File: src/smu_pkg.sv
// ============================================================================
// smu_pkg
// Shared types and constants of the sorted ID list union merge.
// ============================================================================
package smu_pkg;

    // Default sizing of the merge
    localparam int MAX_LISTS_DEF  = 8;
    localparam int ID_BITS_DEF    = 32;
    localparam int SCORE_BITS_DEF = 16;

    // Fixed field widths
    localparam int LIST_INDEX_W = 3;
    localparam int KIND_W       = 2;
    localparam int MASK_OUT_W   = 8;
    localparam int CFG_LISTS_W  = 4;

    // APB register port
    localparam int APB_ADDR_W = 3;
    localparam int APB_DATA_W = 32;
    localparam logic REG_ACTIVE_LISTS = 1'b0;   // word address of active_lists
    localparam logic [CFG_LISTS_W-1:0] ACTIVE_LISTS_RST = 4'd2;

    // Input function codes
    localparam logic FUNC_START   = 1'b0;
    localparam logic FUNC_DELIVER = 1'b1;

    // Result kinds
    localparam logic [KIND_W-1:0] KIND_WAIT     = 2'd0;
    localparam logic [KIND_W-1:0] KIND_RECORD   = 2'd1;
    localparam logic [KIND_W-1:0] KIND_FINISHED = 2'd2;

    // Controller to datapath commands
    typedef struct packed {
        logic take_item;   // apply the accepted transaction to the heads
        logic evaluate;    // decide: answer now or scan the heads
        logic scan_step;   // compare one stored head
        logic load_out;    // move the finished result to the output register
    } ctl_cmd_t;

    // Datapath to controller status
    typedef struct packed {
        logic need_scan;   // unfinished delivery with every live list holding a head
        logic scan_last;   // current scan slot is the last list
    } dp_sts_t;

endpackage

File: src/smu_in_if.sv
// ============================================================================
// smu_in_if
// Input channel: head deliveries, end marks and union starts.
// ============================================================================
interface smu_in_if #(
    parameter int ID_BITS    = smu_pkg::ID_BITS_DEF,
    parameter int SCORE_BITS = smu_pkg::SCORE_BITS_DEF
);
    logic                            valid;
    logic                            ready;
    logic                            func;
    logic [smu_pkg::LIST_INDEX_W-1:0] list_index;
    logic [ID_BITS-1:0]              record_id;
    logic [SCORE_BITS-1:0]           score;
    logic                            list_end;

    modport source (
        output valid, func, list_index, record_id, score, list_end,
        input  ready
    );

    modport sink (
        input  valid, func, list_index, record_id, score, list_end,
        output ready
    );
endinterface

File: src/smu_out_if.sv
// ============================================================================
// smu_out_if
// Output channel: one status or merged record per input transaction.
// ============================================================================
interface smu_out_if #(
    parameter int ID_BITS    = smu_pkg::ID_BITS_DEF,
    parameter int SCORE_BITS = smu_pkg::SCORE_BITS_DEF
);
    logic                           valid;
    logic                           ready;
    logic [smu_pkg::KIND_W-1:0]     kind;
    logic [ID_BITS-1:0]             out_id;
    logic [SCORE_BITS-1:0]          best_score;
    logic [smu_pkg::MASK_OUT_W-1:0] match_mask;
    logic [smu_pkg::MASK_OUT_W-1:0] refill_mask;

    modport source (
        output valid, kind, out_id, best_score, match_mask, refill_mask,
        input  ready
    );

    modport sink (
        input  valid, kind, out_id, best_score, match_mask, refill_mask,
        output ready
    );
endinterface

File: src/smu_cfg.sv
// ============================================================================
// smu_cfg
// APB register file holding the number of lists in the union.
// ============================================================================
module smu_cfg (
    input  logic                               clk,
    input  logic                               rst_n,
    input  logic                               psel,
    input  logic                               penable,
    input  logic                               pwrite,
    input  logic [smu_pkg::APB_ADDR_W-1:0]     paddr,
    input  logic [smu_pkg::APB_DATA_W-1:0]     pwdata,
    output logic [smu_pkg::APB_DATA_W-1:0]     prdata,
    output logic                               pready,
    output logic [smu_pkg::CFG_LISTS_W-1:0]    active_lists
);
    localparam int DATA_W = smu_pkg::APB_DATA_W;
    localparam int LIST_W = smu_pkg::CFG_LISTS_W;

    logic              word_addr;
    logic              wr_hit;
    logic [LIST_W-1:0] active_lists_reg;
    logic [LIST_W-1:0] active_lists_next;

    // Register decode on the word address
    assign word_addr = paddr[2];
    assign wr_hit    = psel && penable && pwrite
                       && (word_addr == smu_pkg::REG_ACTIVE_LISTS);
    assign pready    = 1'b1;

    always_comb
    begin
        active_lists_next = active_lists_reg;
        if (wr_hit)
        begin
            active_lists_next = pwdata[LIST_W-1:0];
        end
    end

    always_ff @(posedge clk or negedge rst_n)
    begin
        if (!rst_n)
        begin
            active_lists_reg <= smu_pkg::ACTIVE_LISTS_RST;
        end
        else
        begin
            active_lists_reg <= active_lists_next;
        end
    end

    // Read back
    assign prdata = (word_addr == smu_pkg::REG_ACTIVE_LISTS)
                    ? DATA_W'(active_lists_reg) : '0;

    assign active_lists = active_lists_reg;
endmodule

File: src/smu_ctrl.sv
// ============================================================================
// smu_ctrl
// Sequencer: accept, evaluate, head scan and result hand-off.
// ============================================================================
module smu_ctrl (
    input  logic              clk,
    input  logic              rst_n,
    input  logic              in_valid,
    output logic              in_ready,
    output logic              out_valid,
    input  logic              out_ready,
    output smu_pkg::ctl_cmd_t cmd,
    input  smu_pkg::dp_sts_t  sts
);
    localparam logic [1:0] S_IDLE   = 2'd0;
    localparam logic [1:0] S_EVAL   = 2'd1;
    localparam logic [1:0] S_SCAN   = 2'd2;
    localparam logic [1:0] S_RESULT = 2'd3;

    logic [1:0] state_reg;
    logic [1:0] state_next;
    logic       out_valid_reg;
    logic       out_valid_next;
    logic       out_free;

    // Output register can take a new result when empty or draining
    assign out_free = !out_valid_reg || out_ready;

    always_comb
    begin
        state_next     = state_reg;
        out_valid_next = out_valid_reg;
        cmd            = '0;
        in_ready       = 1'b0;

        if (out_valid_reg && out_ready)
        begin
            out_valid_next = 1'b0;
        end

        unique case (state_reg)
            S_IDLE:
            begin
                in_ready = 1'b1;
                if (in_valid)
                begin
                    cmd.take_item = 1'b1;
                    state_next    = S_EVAL;
                end
            end
            S_EVAL:
            begin
                cmd.evaluate = 1'b1;
                state_next   = sts.need_scan ? S_SCAN : S_RESULT;
            end
            S_SCAN:
            begin
                cmd.scan_step = 1'b1;
                if (sts.scan_last)
                begin
                    state_next = S_RESULT;
                end
            end
            S_RESULT:
            begin
                if (out_free)
                begin
                    cmd.load_out   = 1'b1;
                    out_valid_next = 1'b1;
                    state_next     = S_IDLE;
                end
            end
            default:
            begin
                state_next = S_IDLE;
            end
        endcase
    end

    always_ff @(posedge clk or negedge rst_n)
    begin
        if (!rst_n)
        begin
            state_reg     <= S_IDLE;
            out_valid_reg <= 1'b0;
        end
        else
        begin
            state_reg     <= state_next;
            out_valid_reg <= out_valid_next;
        end
    end

    assign out_valid = out_valid_reg;
endmodule

File: src/smu_dp.sv
// ============================================================================
// smu_dp
// Head store, list status, serial minimum scan and result registers.
// ============================================================================
module smu_dp #(
    parameter int MAX_LISTS  = smu_pkg::MAX_LISTS_DEF,
    parameter int ID_BITS    = smu_pkg::ID_BITS_DEF,
    parameter int SCORE_BITS = smu_pkg::SCORE_BITS_DEF
) (
    input  logic                               clk,
    input  logic                               rst_n,
    input  smu_pkg::ctl_cmd_t                  cmd,
    output smu_pkg::dp_sts_t                   sts,
    input  logic [smu_pkg::CFG_LISTS_W-1:0]    active_lists,
    input  logic                               in_func,
    input  logic [smu_pkg::LIST_INDEX_W-1:0]   in_list_index,
    input  logic [ID_BITS-1:0]                 in_record_id,
    input  logic [SCORE_BITS-1:0]              in_score,
    input  logic                               in_list_end,
    output logic [smu_pkg::KIND_W-1:0]         out_kind,
    output logic [ID_BITS-1:0]                 out_id,
    output logic [SCORE_BITS-1:0]              out_best_score,
    output logic [smu_pkg::MASK_OUT_W-1:0]     out_match_mask,
    output logic [smu_pkg::MASK_OUT_W-1:0]     out_refill_mask
);
    localparam int IDX_W  = (MAX_LISTS > 1) ? $clog2(MAX_LISTS) : 1;
    localparam int CNT_W  = $clog2(MAX_LISTS + 1);
    localparam int KIND_W = smu_pkg::KIND_W;
    localparam int OMSK_W = smu_pkg::MASK_OUT_W;
    localparam logic [MAX_LISTS-1:0] ONE_BIT = MAX_LISTS'(1);

    // Head store (written on delivery, read only while present)
    logic [ID_BITS-1:0]    head_ids_reg    [MAX_LISTS];
    logic [SCORE_BITS-1:0] head_scores_reg [MAX_LISTS];
    logic                  head_we;
    logic [IDX_W-1:0]      head_wr_idx;

    // List status
    logic [MAX_LISTS-1:0] present_reg, present_next;
    logic [MAX_LISTS-1:0] done_reg, done_next;
    logic [ID_BITS-1:0]   last_reg, last_next;
    logic                 emitted_reg, emitted_next;
    logic                 finished_reg, finished_next;
    logic                 func_reg, func_next;

    // Scan state
    logic [CNT_W-1:0]      scan_cnt_reg, scan_cnt_next;
    logic                  found_reg, found_next;
    logic [ID_BITS-1:0]    best_id_reg, best_id_next;
    logic [SCORE_BITS-1:0] best_sc_reg, best_sc_next;
    logic [MAX_LISTS-1:0]  mmask_reg, mmask_next;

    // Pending result
    logic [KIND_W-1:0]     res_kind_reg, res_kind_next;
    logic [ID_BITS-1:0]    res_id_reg, res_id_next;
    logic [SCORE_BITS-1:0] res_sc_reg, res_sc_next;
    logic [MAX_LISTS-1:0]  res_mmask_reg, res_mmask_next;
    logic [MAX_LISTS-1:0]  res_rmask_reg, res_rmask_next;

    // Output register
    logic [KIND_W-1:0]     o_kind_reg, o_kind_next;
    logic [ID_BITS-1:0]    o_id_reg, o_id_next;
    logic [SCORE_BITS-1:0] o_sc_reg, o_sc_next;
    logic [OMSK_W-1:0]     o_mmask_reg, o_mmask_next;
    logic [OMSK_W-1:0]     o_rmask_reg, o_rmask_next;

    // Combinational helpers
    logic [CNT_W-1:0]      n_lists;
    logic [MAX_LISTS-1:0]  all_mask;
    logic [MAX_LISTS-1:0]  live;
    logic [MAX_LISTS-1:0]  sel_mask;
    logic                  in_range;
    logic [IDX_W-1:0]      scan_idx;
    logic [ID_BITS-1:0]    cur_id;
    logic [SCORE_BITS-1:0] cur_sc;
    logic [MAX_LISTS-1:0]  cur_bit;
    logic                  step_found;
    logic [ID_BITS-1:0]    step_id;
    logic [SCORE_BITS-1:0] step_sc;
    logic [MAX_LISTS-1:0]  step_mm;
    logic [MAX_LISTS-1:0]  present_after;

    // Clamp the list count to 1..MAX_LISTS and build the member masks
    always_comb
    begin
        if (active_lists == '0)
        begin
            n_lists = CNT_W'(1);
        end
        else if (int'(active_lists) > MAX_LISTS)
        begin
            n_lists = CNT_W'(MAX_LISTS);
        end
        else
        begin
            n_lists = CNT_W'(active_lists);
        end

        in_range = int'(in_list_index) < int'(n_lists);
        for (int i = 0; i < MAX_LISTS; i++)
        begin
            all_mask[i] = i < int'(n_lists);
            sel_mask[i] = in_range && (i == int'(in_list_index));
        end
        live = all_mask & ~done_reg;
    end

    assign sts.need_scan = (func_reg == smu_pkg::FUNC_DELIVER) && !finished_reg
                           && (live != '0) && ((present_reg & live) == live);
    assign sts.scan_last = scan_cnt_reg == (n_lists - CNT_W'(1));

    // One head compared per cycle against the running minimum
    always_comb
    begin
        scan_idx   = scan_cnt_reg[IDX_W-1:0];
        cur_id     = head_ids_reg[scan_idx];
        cur_sc     = head_scores_reg[scan_idx];
        cur_bit    = ONE_BIT << scan_idx;
        step_found = found_reg;
        step_id    = best_id_reg;
        step_sc    = best_sc_reg;
        step_mm    = mmask_reg;
        if (live[scan_idx])
        begin
            if (!found_reg || (cur_id < best_id_reg))
            begin
                step_found = 1'b1;
                step_id    = cur_id;
                step_sc    = cur_sc;
                step_mm    = cur_bit;
            end
            else if (cur_id == best_id_reg)
            begin
                if (cur_sc > best_sc_reg)
                begin
                    step_sc = cur_sc;
                end
                step_mm = mmask_reg | cur_bit;
            end
        end
        present_after = present_reg & ~step_mm;
    end

    // Next-state logic for status, scan and result registers
    always_comb
    begin
        present_next   = present_reg;
        done_next      = done_reg;
        last_next      = last_reg;
        emitted_next   = emitted_reg;
        finished_next  = finished_reg;
        func_next      = func_reg;
        scan_cnt_next  = scan_cnt_reg;
        found_next     = found_reg;
        best_id_next   = best_id_reg;
        best_sc_next   = best_sc_reg;
        mmask_next     = mmask_reg;
        res_kind_next  = res_kind_reg;
        res_id_next    = res_id_reg;
        res_sc_next    = res_sc_reg;
        res_mmask_next = res_mmask_reg;
        res_rmask_next = res_rmask_reg;
        o_kind_next    = o_kind_reg;
        o_id_next      = o_id_reg;
        o_sc_next      = o_sc_reg;
        o_mmask_next   = o_mmask_reg;
        o_rmask_next   = o_rmask_reg;
        head_we        = 1'b0;
        head_wr_idx    = IDX_W'(in_list_index);

        // Apply the accepted transaction
        if (cmd.take_item)
        begin
            func_next = in_func;
            if (in_func == smu_pkg::FUNC_START)
            begin
                present_next  = '0;
                done_next     = '0;
                last_next     = '0;
                emitted_next  = 1'b0;
                finished_next = 1'b0;
            end
            else if (!finished_reg && in_range)
            begin
                if (in_list_end)
                begin
                    done_next    = done_reg | sel_mask;
                    present_next = present_reg & ~sel_mask;
                end
                else if ((done_reg & sel_mask) == '0)
                begin
                    // repeat IDs at or behind the merge front are dropped
                    if (emitted_reg && (in_record_id <= last_reg))
                    begin
                        present_next = present_reg & ~sel_mask;
                    end
                    else
                    begin
                        head_we      = 1'b1;
                        present_next = present_reg | sel_mask;
                    end
                end
            end
        end

        // Decide the answer or start the scan
        if (cmd.evaluate)
        begin
            res_id_next    = '0;
            res_sc_next    = '0;
            res_mmask_next = '0;
            res_rmask_next = '0;
            res_kind_next  = smu_pkg::KIND_WAIT;
            scan_cnt_next  = '0;
            found_next     = 1'b0;
            mmask_next     = '0;
            priority if (func_reg == smu_pkg::FUNC_START)
            begin
                res_rmask_next = all_mask;
            end
            else if (finished_reg)
            begin
                res_kind_next = smu_pkg::KIND_FINISHED;
            end
            else if (live == '0)
            begin
                finished_next = 1'b1;
                res_kind_next = smu_pkg::KIND_FINISHED;
            end
            else
            begin
                res_rmask_next = live & ~present_reg;
            end
        end

        // Scan one list; commit the merged record on the last one
        if (cmd.scan_step)
        begin
            found_next    = step_found;
            best_id_next  = step_id;
            best_sc_next  = step_sc;
            mmask_next    = step_mm;
            scan_cnt_next = scan_cnt_reg + CNT_W'(1);
            if (sts.scan_last)
            begin
                present_next   = present_after;
                last_next      = step_id;
                emitted_next   = 1'b1;
                res_kind_next  = smu_pkg::KIND_RECORD;
                res_id_next    = step_id;
                res_sc_next    = step_sc;
                res_mmask_next = step_mm;
                res_rmask_next = live & ~present_after;
            end
        end

        // Hand the result to the output register
        if (cmd.load_out)
        begin
            o_kind_next  = res_kind_reg;
            o_id_next    = res_id_reg;
            o_sc_next    = res_sc_reg;
            o_mmask_next = OMSK_W'(res_mmask_reg);
            o_rmask_next = OMSK_W'(res_rmask_reg);
        end
    end

    // Control state
    always_ff @(posedge clk or negedge rst_n)
    begin
        if (!rst_n)
        begin
            present_reg  <= '0;
            done_reg     <= '0;
            last_reg     <= '0;
            emitted_reg  <= 1'b0;
            finished_reg <= 1'b0;
            func_reg     <= smu_pkg::FUNC_START;
        end
        else
        begin
            present_reg  <= present_next;
            done_reg     <= done_next;
            last_reg     <= last_next;
            emitted_reg  <= emitted_next;
            finished_reg <= finished_next;
            func_reg     <= func_next;
        end
    end

    // Payload registers
    always_ff @(posedge clk)
    begin
        scan_cnt_reg  <= scan_cnt_next;
        found_reg     <= found_next;
        best_id_reg   <= best_id_next;
        best_sc_reg   <= best_sc_next;
        mmask_reg     <= mmask_next;
        res_kind_reg  <= res_kind_next;
        res_id_reg    <= res_id_next;
        res_sc_reg    <= res_sc_next;
        res_mmask_reg <= res_mmask_next;
        res_rmask_reg <= res_rmask_next;
        o_kind_reg    <= o_kind_next;
        o_id_reg      <= o_id_next;
        o_sc_reg      <= o_sc_next;
        o_mmask_reg   <= o_mmask_next;
        o_rmask_reg   <= o_rmask_next;
    end

    // Head store write port
    always_ff @(posedge clk)
    begin
        if (head_we)
        begin
            head_ids_reg[head_wr_idx]    <= in_record_id;
            head_scores_reg[head_wr_idx] <= in_score;
        end
    end

    assign out_kind        = o_kind_reg;
    assign out_id          = o_id_reg;
    assign out_best_score  = o_sc_reg;
    assign out_match_mask  = o_mmask_reg;
    assign out_refill_mask = o_rmask_reg;
endmodule

File: src/sorted_id_list_union_merge.sv
// ============================================================================
// sorted_id_list_union_merge
// K-way union merge of ascending record ID lists with duplicate removal.
// ============================================================================
//  channel   dir   handshake        payload
//  in_ch     in    valid / ready    func, list_index, record_id, score, list_end
//  out_ch    out   valid / ready    kind, out_id, best_score, match_mask,
//                                   refill_mask
//  apb       in    psel / penable   active_lists at byte address 0
//
//  One transaction in gives one transaction out. A transaction that emits a
//  record passes through accept, evaluate, a minimum scan over the n lists in
//  the union (at most MAX_LISTS) and result hand-off: the minimum scan reads
//  one stored head per cycle. All other transactions skip the scan.
//  The output register holds a finished result while the next transaction is
//  accepted; a stalled output only holds the block once a second result is
//  ready. Reset is asynchronous, active low, and needs no clearing pass.
// ============================================================================
module sorted_id_list_union_merge #(
    parameter int MAX_LISTS  = smu_pkg::MAX_LISTS_DEF,
    parameter int ID_BITS    = smu_pkg::ID_BITS_DEF,
    parameter int SCORE_BITS = smu_pkg::SCORE_BITS_DEF
) (
    input  logic                           clk,
    input  logic                           rst_n,
    input  logic                           psel,
    input  logic                           penable,
    input  logic                           pwrite,
    input  logic [smu_pkg::APB_ADDR_W-1:0] paddr,
    input  logic [smu_pkg::APB_DATA_W-1:0] pwdata,
    output logic [smu_pkg::APB_DATA_W-1:0] prdata,
    output logic                           pready,
    smu_in_if.sink                         in_ch,
    smu_out_if.source                      out_ch
);
    logic [smu_pkg::CFG_LISTS_W-1:0] active_lists;
    smu_pkg::ctl_cmd_t               cmd;
    smu_pkg::dp_sts_t                sts;
    logic                            in_ready;
    logic                            out_valid;

    // Register port
    smu_cfg u_cfg (
        .clk          (clk),
        .rst_n        (rst_n),
        .psel         (psel),
        .penable      (penable),
        .pwrite       (pwrite),
        .paddr        (paddr),
        .pwdata       (pwdata),
        .prdata       (prdata),
        .pready       (pready),
        .active_lists (active_lists)
    );

    // Sequencer
    smu_ctrl u_ctrl (
        .clk       (clk),
        .rst_n     (rst_n),
        .in_valid  (in_ch.valid),
        .in_ready  (in_ready),
        .out_valid (out_valid),
        .out_ready (out_ch.ready),
        .cmd       (cmd),
        .sts       (sts)
    );

    // Heads, scan and result registers
    smu_dp #(
        .MAX_LISTS  (MAX_LISTS),
        .ID_BITS    (ID_BITS),
        .SCORE_BITS (SCORE_BITS)
    ) u_dp (
        .clk             (clk),
        .rst_n           (rst_n),
        .cmd             (cmd),
        .sts             (sts),
        .active_lists    (active_lists),
        .in_func         (in_ch.func),
        .in_list_index   (in_ch.list_index),
        .in_record_id    (in_ch.record_id),
        .in_score        (in_ch.score),
        .in_list_end     (in_ch.list_end),
        .out_kind        (out_ch.kind),
        .out_id          (out_ch.out_id),
        .out_best_score  (out_ch.best_score),
        .out_match_mask  (out_ch.match_mask),
        .out_refill_mask (out_ch.refill_mask)
    );

    assign in_ch.ready  = in_ready;
    assign out_ch.valid = out_valid;
endmodule

File: src/flat_wrapper.sv
// flat-port wrapper written by rule: the top's interface ports become plain ports
module sorted_id_list_union_merge_flat 
#(
    parameter int MAX_LISTS  = smu_pkg::MAX_LISTS_DEF,
    parameter int ID_BITS    = smu_pkg::ID_BITS_DEF,
    parameter int SCORE_BITS = smu_pkg::SCORE_BITS_DEF
)
  (clk, rst_n, psel, penable, pwrite, paddr, pwdata, prdata, pready, in_ch_valid, in_ch_func, in_ch_list_index, in_ch_record_id, in_ch_score, in_ch_list_end, in_ch_ready, out_ch_valid, out_ch_kind, out_ch_out_id, out_ch_best_score, out_ch_match_mask, out_ch_refill_mask, out_ch_ready);
  smu_in_if #(.ID_BITS(ID_BITS), .SCORE_BITS(SCORE_BITS)) in_ch_i ();
  smu_out_if #(.ID_BITS(ID_BITS), .SCORE_BITS(SCORE_BITS)) out_ch_i ();
  input  logic clk;
  input  logic rst_n;
  input  logic psel;
  input  logic penable;
  input  logic pwrite;
  input  logic [smu_pkg::APB_ADDR_W-1:0] paddr;
  input  logic [smu_pkg::APB_DATA_W-1:0] pwdata;
  output logic [smu_pkg::APB_DATA_W-1:0] prdata;
  output logic pready;
  input wire logic [$bits(in_ch_i.valid)-1:0] in_ch_valid;
  input wire logic [$bits(in_ch_i.func)-1:0] in_ch_func;
  input wire logic [$bits(in_ch_i.list_index)-1:0] in_ch_list_index;
  input wire logic [$bits(in_ch_i.record_id)-1:0] in_ch_record_id;
  input wire logic [$bits(in_ch_i.score)-1:0] in_ch_score;
  input wire logic [$bits(in_ch_i.list_end)-1:0] in_ch_list_end;
  output wire logic [$bits(in_ch_i.ready)-1:0] in_ch_ready;
  output wire logic [$bits(out_ch_i.valid)-1:0] out_ch_valid;
  output wire logic [$bits(out_ch_i.kind)-1:0] out_ch_kind;
  output wire logic [$bits(out_ch_i.out_id)-1:0] out_ch_out_id;
  output wire logic [$bits(out_ch_i.best_score)-1:0] out_ch_best_score;
  output wire logic [$bits(out_ch_i.match_mask)-1:0] out_ch_match_mask;
  output wire logic [$bits(out_ch_i.refill_mask)-1:0] out_ch_refill_mask;
  input wire logic [$bits(out_ch_i.ready)-1:0] out_ch_ready;
  assign in_ch_i.valid = in_ch_valid;
  assign in_ch_i.func = in_ch_func;
  assign in_ch_i.list_index = in_ch_list_index;
  assign in_ch_i.record_id = in_ch_record_id;
  assign in_ch_i.score = in_ch_score;
  assign in_ch_i.list_end = in_ch_list_end;
  assign in_ch_ready = in_ch_i.ready;
  assign out_ch_valid = out_ch_i.valid;
  assign out_ch_kind = out_ch_i.kind;
  assign out_ch_out_id = out_ch_i.out_id;
  assign out_ch_best_score = out_ch_i.best_score;
  assign out_ch_match_mask = out_ch_i.match_mask;
  assign out_ch_refill_mask = out_ch_i.refill_mask;
  assign out_ch_i.ready = out_ch_ready;
  sorted_id_list_union_merge #(.MAX_LISTS(MAX_LISTS), .ID_BITS(ID_BITS), .SCORE_BITS(SCORE_BITS)) u_core (.clk(clk), .rst_n(rst_n), .psel(psel), .penable(penable), .pwrite(pwrite), .paddr(paddr), .pwdata(pwdata), .prdata(prdata), .pready(pready), .in_ch(in_ch_i), .out_ch(out_ch_i));
endmodule
File: config.mk
export PLATFORM = sky130hd
export DESIGN_NAME = sorted_id_list_union_merge_flat
export DESIGN_NICKNAME = d
export VERILOG_FILES = /design/src/smu_pkg.sv /design/src/smu_in_if.sv /design/src/smu_out_if.sv /design/src/smu_cfg.sv /design/src/smu_ctrl.sv /design/src/smu_dp.sv /design/src/sorted_id_list_union_merge.sv /design/src/flat_wrapper.sv
export SDC_FILE = /design/constraint.sdc
export NUM_CORES = 1
export LEC_CHECK = 0
export BUFFER_PORTS_ARGS = -buffer_cell sky130_fd_sc_hd__buf_4
export CAP_MARGIN = 20
export CORE_AREA = 2 2 333 170
export DETAILED_ROUTE_END_ITERATION = 7
export DIE_AREA = 0 0 335 172
export GPL_TIMING_DRIVEN = 0
export PLACE_DENSITY = 0.76
export REMOVE_ABC_BUFFERS = 1
export SYNTH_ARGS = -nofsm -noshare
export SYNTH_HDL_FRONTEND = slang
export SYNTH_SLANG_ARGS = --single-unit
export TNS_END_PERCENT = 100
File: constraint.sdc
create_clock -name clk -period 7.4 [get_ports clk]
set_input_delay 0.37 -clock clk [delete_from_list [all_inputs] [get_ports clk]]
set_output_delay 0.37 -clock clk [all_outputs]
set_load 0.01 [all_outputs]
# == Word-level counts from Yosys, hierarchy flattened ==
# Memories as Yosys holds them, arrays and structs flattened. A register that Yosys moved wholly into a read port is not among the register bits.
# Index checks and enable logic that the tools add are counted.
# word_totals
memories,2
word_cells,204
mem_bits_rw,384
in_bits,95
ff_bits,251
output_inout_bits,101
# mem_list
name,words,word_bits,read_ports,rd_clocked_by_memory_dff,write_ports,line,rtl
u_core.u_dp.head_ids_reg,8,32,1,1,1,smu_dp.sv:33,logic [ID_BITS-1:0] head_ids_reg [MAX_LISTS];
u_core.u_dp.head_scores_reg,8,16,1,1,1,smu_dp.sv:34,logic [SCORE_BITS-1:0] head_scores_reg [MAX_LISTS];
# classes
add_sub_neg,2
magnitude_cmp,14
n_eq_ne,20
muxes,93
n_shift,1
reduce_logical,32
n_bitwise,16
# op_table
cell,n
two-way mux 32 bit,9
two-way mux 8 bit,25
two-way mux 16 bit,7
bitwise AND 8 bit,7
inverter 8 bit,5
two-way mux 1 bit,34
== test 32 bit,1
less-or-equal comparator 32 bit,1
less-than comparator 32 bit,1
OR 8 bit,3
two-way mux 4 bit,5
two-way mux 2 bit,9
logical AND 1 bit,17
greater-than comparator 16 bit,1
zero test 8 bit,2
less-than comparator 3 x 4 -> 1 bit (first input constant),4
== test 3 bit (first input constant),4
AND reduction 3 bit,3
== test 8 bit,1
less-than comparator 1 x 4 -> 1 bit (first input constant),2
less-than comparator 2 x 4 -> 1 bit (first input constant),2
inequality test 2 bit (second input constant),4
case mux 2 bit (4 select lines),1
nonzero test 8 bit,1
other kinds (21),29

# == Longest topological paths before layout ==
# Gate-level depths: netlist (run 1).
# depth
depth_word,15
ltp_mapped,18
depth_no_buf,12

# == Hierarchy ==
# From an unflattened synthesis (run 1), not the netlist that was laid out.
# hier_totals
cells_unflattened,1793
area_unflattened_um2,27547.7
# modules_own_cells
mod,n_inst,seq_area_each_um2,area_per_inst_um2,cells_each
smu_dp,1,18002.3,26873.3,1728
smu_cfg,1,101.3,430.4,44
smu_ctrl,1,75.1,244.0,21

# == Least setup slack after synthesis (run 1) ==
# No wires, ideal clock.
# synth_path
kind,flip-flop to flip-flop
startpoint,"reg u_core.u_cfg.active_lists_reg[3], in the netlist u_core.u_cfg.active_lists[3]"
endpoint,mem u_core.u_dp.head_ids_reg[1][0] (netlist name) (enable)
path_stages_with_launch,12
period_less_slack_ns,7.685
path_buffers,1
arrival_time_ns,7.094
setup_time_ns,0.590
path_slack_ns,-0.285
cell_sequence,dfrtp_1 -> buf_4 -> inv_1 -> nand2_1 -> ha_1 -> o2111ai_1 -> o21ai_1 -> nor2_1 -> nand2_1 -> nor3_1 -> nand2_1 -> nor4b_1
# synth_between
elab_chain_cells,14
word_cells_on_any_way,23
# synth_rtl
element,line,rtl
"start, declared",smu_cfg.sv:22,logic [LIST_W-1:0] active_lists_reg;
"start signal, assigned",smu_cfg.sv:44,active_lists_reg <= smu_pkg::ACTIVE_LISTS_RST;
"start signal, assigned",smu_cfg.sv:48,active_lists_reg <= active_lists_next;
greater-than comparator 4 bit,smu_dp.sv:90,else if (int'(active_lists) > MAX_LISTS)
two-way mux 4 bit,smu_dp.sv:90,
two-way mux 4 bit *,smu_dp.sv:86,if (active_lists == '0)
less-than comparator 3 x 4 -> 1 bit *,smu_dp.sv:99,in_range = int'(in_list_index) < int'(n_lists);
logical AND 1 bit,smu_dp.sv:103,sel_mask[i] = in_range && (i == int'(in_list_index));
bitwise AND 8 bit,smu_dp.sv:190,else if ((done_reg & sel_mask) == '0)
zero test 8 bit,smu_dp.sv:190,
two-way mux 1 bit,smu_dp.sv:190,
two-way mux 1 bit,smu_dp.sv:185,if (in_list_end)
two-way mux 1 bit *,smu_dp.sv:183,else if (!finished_reg && in_range)
two-way mux 1 bit *,smu_dp.sv:175,if (in_func == smu_pkg::FUNC_START)
two-way mux 1 bit *,smu_dp.sv:172,if (cmd.take_item)
two-way mux 1 bit *,smu_dp.sv:314,if (head_we)
two-way mux 1 bit (not written as such) *,smu_dp.sv:316,head_ids_reg[head_wr_idx] <= in_record_id;
"end, declared",smu_dp.sv:33,
# Mark *: on every way between the ends. The rest lies on a longest branch, timed or not.

==> results.md, run 1 <==
- Initial antenna violation count: 1
- Cells resized by post-CTS repair: 0
- Antenna cells: 0
- Critical Path End Type: flop
- Pleak: 12.0 nW
- Ys Warns: 0
- Critical-path top delay cell: nor4_1
- Worst slew pin tran: approximately 1000 ps
- Routability cong.: 0.983
- Final Core Density: between 50% and 60%
- Share of layout cells above drive strength 1: around a quarter
- Mapped Cells: 1687
- Area of the multi-input gates: slightly above 8000 sq um
- Tmin final: approximately 5500 ps
- Worst EP required: 7950 ps
- Critical path type: flop to flop
- CP max FO: 32
- Crit-path max cell delay: 810 ps
- Per-cell routed wire length: between 20 and 25 microns
- Die X: between 300 and 400 microns
- GRT overflow: 0
- CTS tree: built
- Vias per inst: slightly below 6
- Tot Pwr: 12.1 mW
- Worst setup margin: around 1900 ps
- Drt drc: 0
- Row cnt: a little over 60
- DP Area: between 20000 and 30000 sq um
- Post-synth ARST share: 9.09%
- PD cells: 383 nW/um^2
- Worst Path Arrival: 6100 ps
- Top-Level Pins: 196
- Worst hold path type: input port to flop
- IO Port Bufs: roughly 140
- Worst skew pair latency: 610 ps
- DR iter-0 viols: about 1700
- H-tree levels: 2
- Final Skew: 25.6 ps
- Crit path cell chain: buf_16 > mux4_2 > mux2_2 > ha_1 > nand4_1 > nor4_1 > nand2_1 > a41o_1 > o211ai_1 > a21oi_1 > nor3_1 > a211o_1
- Core area: between 50000 and 60000 sq um
- Pin count of the biggest net entering global routing: 60
- Post-route cell area: about 31000 sq um
- RSZ-0062 raised after global routing: no
- Starting Density: around half
- # setup viols final: 0
- Final period util: between 70% and 80%
- Max-cap violation count: 0
- Synth top area cells: edfxtp_1, mux4_2, dfrtp_1
- DRT Wirelength: ~64000 microns
- Chip Height: between 150 and 200 microns
- Clock root cell: clkbuf_16
- Yosys reg bits: roughly 640
- Fillers: just over 4000
- EDFF count, synth: 511
- Most frequent cell after synthesis: edfxtp_1
- Hpwl dp: approximately 42000 microns
- Post-synthesis sequential area ratio: 67.2%
- TritonRoute pass-1 iters: 6
- Mapped cell area: 27100 sq um
- Die ar.: ~58000 sq um
- Hold Vio Cnt, Final: 0
- Status: finished clean
- Clk sinks: 638
- Clock transition at path regs: 60 ps
- Area leader, netlist: edfxtp_1
- Pre-CTS WS: ~2000 ps
- Average size of a mapped cell: 16.0 sq um
- Synth unique cells: 77
- Crit path launch type: flop
- First-pass GRT wire length: between 90000 and 100000 microns
- Total GRT Usage: between 20% and 30%
- Register area: 18200 sq um
- Slew headroom: approximately 30%
- Area share of the leading cell type in the synthesized netlist: 56.7%
- FMAX: between 0.15 and 0.2 GHz
- Via count: between 15000 and 20000
- Vias in the first global route: 15600
- Post-route setup TNS: 0 ps
- Commonest cells post-synth: edfxtp_1, mux4_2, ha_1
- Max FFs per register: roughly 260
- Max rail drop VDD: roughly 0.00023 V
- Area grow syn2layout: 16.2%
- Dominant synthesized flop cell: edfxtp_1
- Max Transition Viols Final: 0
- Max Root-Sink Buffers: 3
- CTS buffer count: 55
- Nets@finish: 2070
- Post-route ant nets: 0
==> worst max-delay path, delay by kind of cell (launching register included) <==
kind / cells / cell delay, ps
AND/OR/NAND/NOR: 4 / 1990
adder cells (fa/ha/maj): 1 / 310
AO/OA/AOI/OAI: 4 / 1180
multiplexers: 2 / 870
flip-flops: 1 / 770
buffers and inverters: 1 / 320
==> where the power goes <==
group | internal (mW) | switching [mW]
clock | 1.72 | 1.30
sequential | 4.60 | 0.449
combinational | 1.77 | 2.22
total | 8.09 | 3.97
==> kinds of logic (layout without fill, tap and decap cells) <==
family / Yosys count / in the layout / synth area share (%)
and+or+nand+nor: 292 / 292 / 5.70
muxes: 186 / 186 / 12.1
buffers and inverters: 192 / 405 / 3.33
other: 2 / 29 / 0.0277
DFF: 638 / 638 / 67.2
adders and majority gates: 95 / 95 / 4.39
xor gates and xnor gates: 5 / 5 / 0.162
AOI/OAI and AO/OA: 277 / 277 / 7.13
==> metal layers <==
layer  share of wire [%]  vias up  global-route usage, %  wire [microns]
met5               0.022        -                      0              14
met4                 2.1        2                   5.44            1340
met3                 8.9       92                   5.73            5710
met2                  45      654                   34.0           28600
met1                  44     7914                   32.2           28200
li1                    -     6859                      -               -
==> final cells by class <==
type / instances / area share [%]
Clock buffer: 76 / 4.95
Clock inverter: 28 / 1.06
Inverter: 95 / 1.13
Tap cell: 724 / 2.88
Timing Repair Buffer: 206 / 6.16
Multi-Input combinational cell: 884 / 26.0
Sequential cell: 638 / 57.8
==> cell usage in the layout (no fill, tap or decap), types with 29 or more instances in the layout <==
cell type	netlist	final
dlygate4sd3_1	0	33
nor3_1	30	29
edfxtp_1	511	511
a21oi_1	70	70
nand2_1	51	51
mux4_2	96	96
nor2_1	71	66
dfrtp_1	57	57
clkbuf_16	0	56
nand3_1	34	34
dfxtp_1	69	66
inv_1	94	94
conb_1	2	29
buf_4	32	146
ha_1	95	94
mux2_2	56	56
a21o_1	94	94
==> timing repair <==
action	CTS	global route
buffers inserted	0	0
endpoints found under the hold margin	260	0
hold buffers	33	0
endpoints found under the setup margin	0	0
==> per-stage QoR <==
stage                     hold slack (ps)  cells
after floorplan                      74.4   1617
after global placement                416   2477
after detailed placement              415   2514
after CTS                           0.116   2651
after global routing                 2.63   2651
final                                17.7   2651
==> final timing paths <==
kind / from / endpoint / slack [ps] / cells past startpoint
max: flop / u_core.u_dp.res_rmask_reg[3] / 1850 / 12
min: in_ch_record_id[31] / u_core.u_dp.head_ids_reg[5][31] / 20 / 1
max reg2reg: flop / u_core.u_dp.res_rmask_reg[3] / 1850 / 12
min reg2reg: u_core.u_dp.res_id_reg[8] / u_core.u_dp.out_id[8] / 420 / 0
max in group asynchronous: rst_n / u_core.u_dp.last_reg[21] / 6280 / 2
min in group asynchronous: rst_n / u_core.u_dp.present_reg[2] / 450 / 2
No activity file was read; power rests on OpenSTA's default activity.
==> run 2: changes to the inputs <==
==> constraint.sdc (replaced) <==
create_clock -name clk -period 4.9 [get_ports clk]
set_input_delay 0.245 -clock clk [delete_from_list [all_inputs] [get_ports clk]]
set_output_delay 0.245 -clock clk [all_outputs]
set_load 0.01 [all_outputs]
==> run 2 against run 1 <==
First-iteration DRC count grew 3.6%. Clock skew rose by 0.93 ps. Critical path depth unchanged. Die area is the same. Wire length grew 1.4%. Largest cell class unchanged.
==> results.md, run 2 (synthesis gave the netlist of run 1 again) <==
- Commonest non-fill, non-tap cell in the layout: edfxtp_1
- Max rail drop VDD: around 0.00037 V
- Pleak: about 12 nW
- Die ar.: between 50000 and 60000 sq um
- Post-route setup TNS: 0 ps
- Detail Route met2 WL: about 29000 microns
- Fillers: just over 4000
- Uppermost layer routed: met5
- Most used cell, CP: a21o_1
- Met3 WL: 5720 microns
- Commonest non-fill, non-tap cells in the layout: edfxtp_1, buf_4, mux4_2
- Post-route ant nets: 0
- Tmin final: roughly 4700 ps
- Max FFs per register: ~260
- TritonRoute pass-1 iters: 6
- Critical-path top delay cell: mux4_2
- Per-cell routed wire length: between 20 and 25 microns
- H-tree levels: 2
- Drt drc: 0
- Clock power frac: 24.7%
- # setup viols final: 0
- Vias per inst: 5.83
- Hold Path Depth: 3
- PD cells: roughly 580 nW/um^2
- Clock transition at path regs: 70 ps
- Worst hold path type: input port to flop
- RSZ-0062 raised after global routing: no
- CP bufs+invs: 1
- Initial antenna violation count: 1
- Vias in the first global route: approximately 16000
- Worst skew pair latency: ~610 ps
- Core area: roughly 55000 sq um
- Die X: 335 microns
- Routability cong.: between 0.9 and 1
- Family with the most delay on the worst path: compound AO/OA/AOI/OAI gates
- Nets@finish: 2111
- R2R cell count: 12
- CP max FO: 38
- Worst EP required: roughly 5400 ps
- DRT Wirelength: ~65000 microns
- FF-to-FF setup slack: ~240 ps
- Flop pwr share: around 41%
- Final Skew: roughly 27 ps
- Post-route cell area: 31900 sq um
- IO Port Bufs: around 140
- Share of layout cells above drive strength 1: between 20% and 30%
- First-pass GRT wire length: slightly below 100000 microns
- R2R Path End: u_core.u_dp.res_rmask_reg[4]
- Critical path depth: 12
- FMAX: approximately 0.21 GHz
- CTS buffer count: 55
- Comb pwr share: between 30 and 40%
- Row cnt: just over 60
- Crit-path max cell delay: approximately 560 ps
- Top-Level Pins: approximately 200
- Max-cap violation count: 0
- Max Transition Viols Final: 0
- Antenna cells: 0
- Critical path type: flop to flop
- Slew headroom: about a quarter
- Crit path launch type: flop
- CTS tree: built
- Worst Path Arrival: ~5200 ps
- Final period util: 95.1%
- Switching pwr: approximately 6 mW
- Critical path capture point: u_core.u_dp.res_rmask_reg[4]
- Area grow syn2layout: 17.9%
- Pint: about 12 mW
- Via count: around 16000
- Hold Vio Cnt, Final: 0
- Hpwl dp: approximately 42000 microns
- DP Area: 29200 sq um
- Worst slew pin tran: around 1100 ps
- GRT overflow: 0
- DRT met1 WL: ~28000 microns
- Starting Density: a little under 50%
- Critical Path End Type: flop
- Pin count of the biggest net entering global routing: 60
- DR iter-0 viols: about 1800
- Max Root-Sink Buffers: 3
- Clk sinks: 638
- Total GRT Usage: 22.4%
- Status: finished clean
- Clock root cell: clkbuf_16
- Chip Height: about 170 microns
- Crit path cell chain: buf_16 > mux4_2 > mux2_2 > ha_1 > nand4_1 > or3_1 > a21o_1 > a41o_1 > a21o_1 > a32oi_1 > nor2_1 > a221o_1
- Net Sw Frac: 32.9%
[run 2: cell type report]
type	instances	area, sq um	area share (%)
clock buffer	76	1560	4.88
clock inverter	28	334	1.05
inverter	95	357	1.12
multi-input combinational	884	8220	25.8
sequential	638	18200	57.0
tap	724	906	2.84
timing repair buffer	247	2340	7.33
[run 2: how the worst min path moves through the flow]
| stage | start | end | slack [ps] |
|---|---|---|---|
| finish | in_ch_valid | u_core.u_dp.func_reg | 30 |
| global route | in_ch_valid | u_core.u_dp.func_reg | 60 |
| CTS | in_ch_valid | u_core.u_dp.func_reg | 20 |
| detailed placement | u_core.u_dp.res_rmask_reg[3] | u_core.u_dp.out_refill_mask[3] | 410 |
| global placement | rst_n | u_core.u_dp.done_reg[2] | 420 |
| floorplan | rst_n | u_core.u_cfg.active_lists[0] | -50 |
[run 2: power by group through the flow]
stage | registers (mW) | clock network, mW | logic (mW)
after global placement | 7.92 | 0 | 5.59
after floorplan | 7.72 | 0 | 3.84
after CTS | 7.60 | 4.62 | 6.08
after global routing | 7.66 | 4.83 | 6.80
final | 7.58 | 4.56 | 6.31
after detailed placement | 7.73 | 0 | 5.86
[run 2: through the flow]
step                      hold slack [ps]  std cells  power (mW)  utilization [%]  worst slack (ps)
after floorplan                     -50.6       1617        11.6                -             -3470
after global placement                416       2477        13.5             52.1             -9190
after detailed placement              415       2514        13.6             53.4              -508
final                                29.2       2692        18.5             58.2               241
after global routing                 57.4       2692        19.3             58.2              22.8
after CTS                            15.6       2677        18.3             57.9             -69.4
[run 2: timing repair]
item | 4_1_cts | 5_1_grt
gates resized for setup | 4 | 5
hold endpoints to repair | 448 | 0
pin swaps | 1 | 1
buffers inserted | 4 | 15
hold buffers | 55 | 0
endpoints found under the setup margin | 140 | 160
[run 2: layer usage]
| metal | GRT usage, % | vias up |
|---|---|---|
| li1 | - | 6945 |
| met3 | 5.64 | 91 |
| met2 | 34.1 | 672 |
| met1 | 32.4 | 7976 |
| met4 | 5.42 | 2 |
| met5 | 0 | - |
[run 2: worst min-delay path: stages]
cell and delay, ps:
buf_4 140, nand3_1 150, nand2_1 60
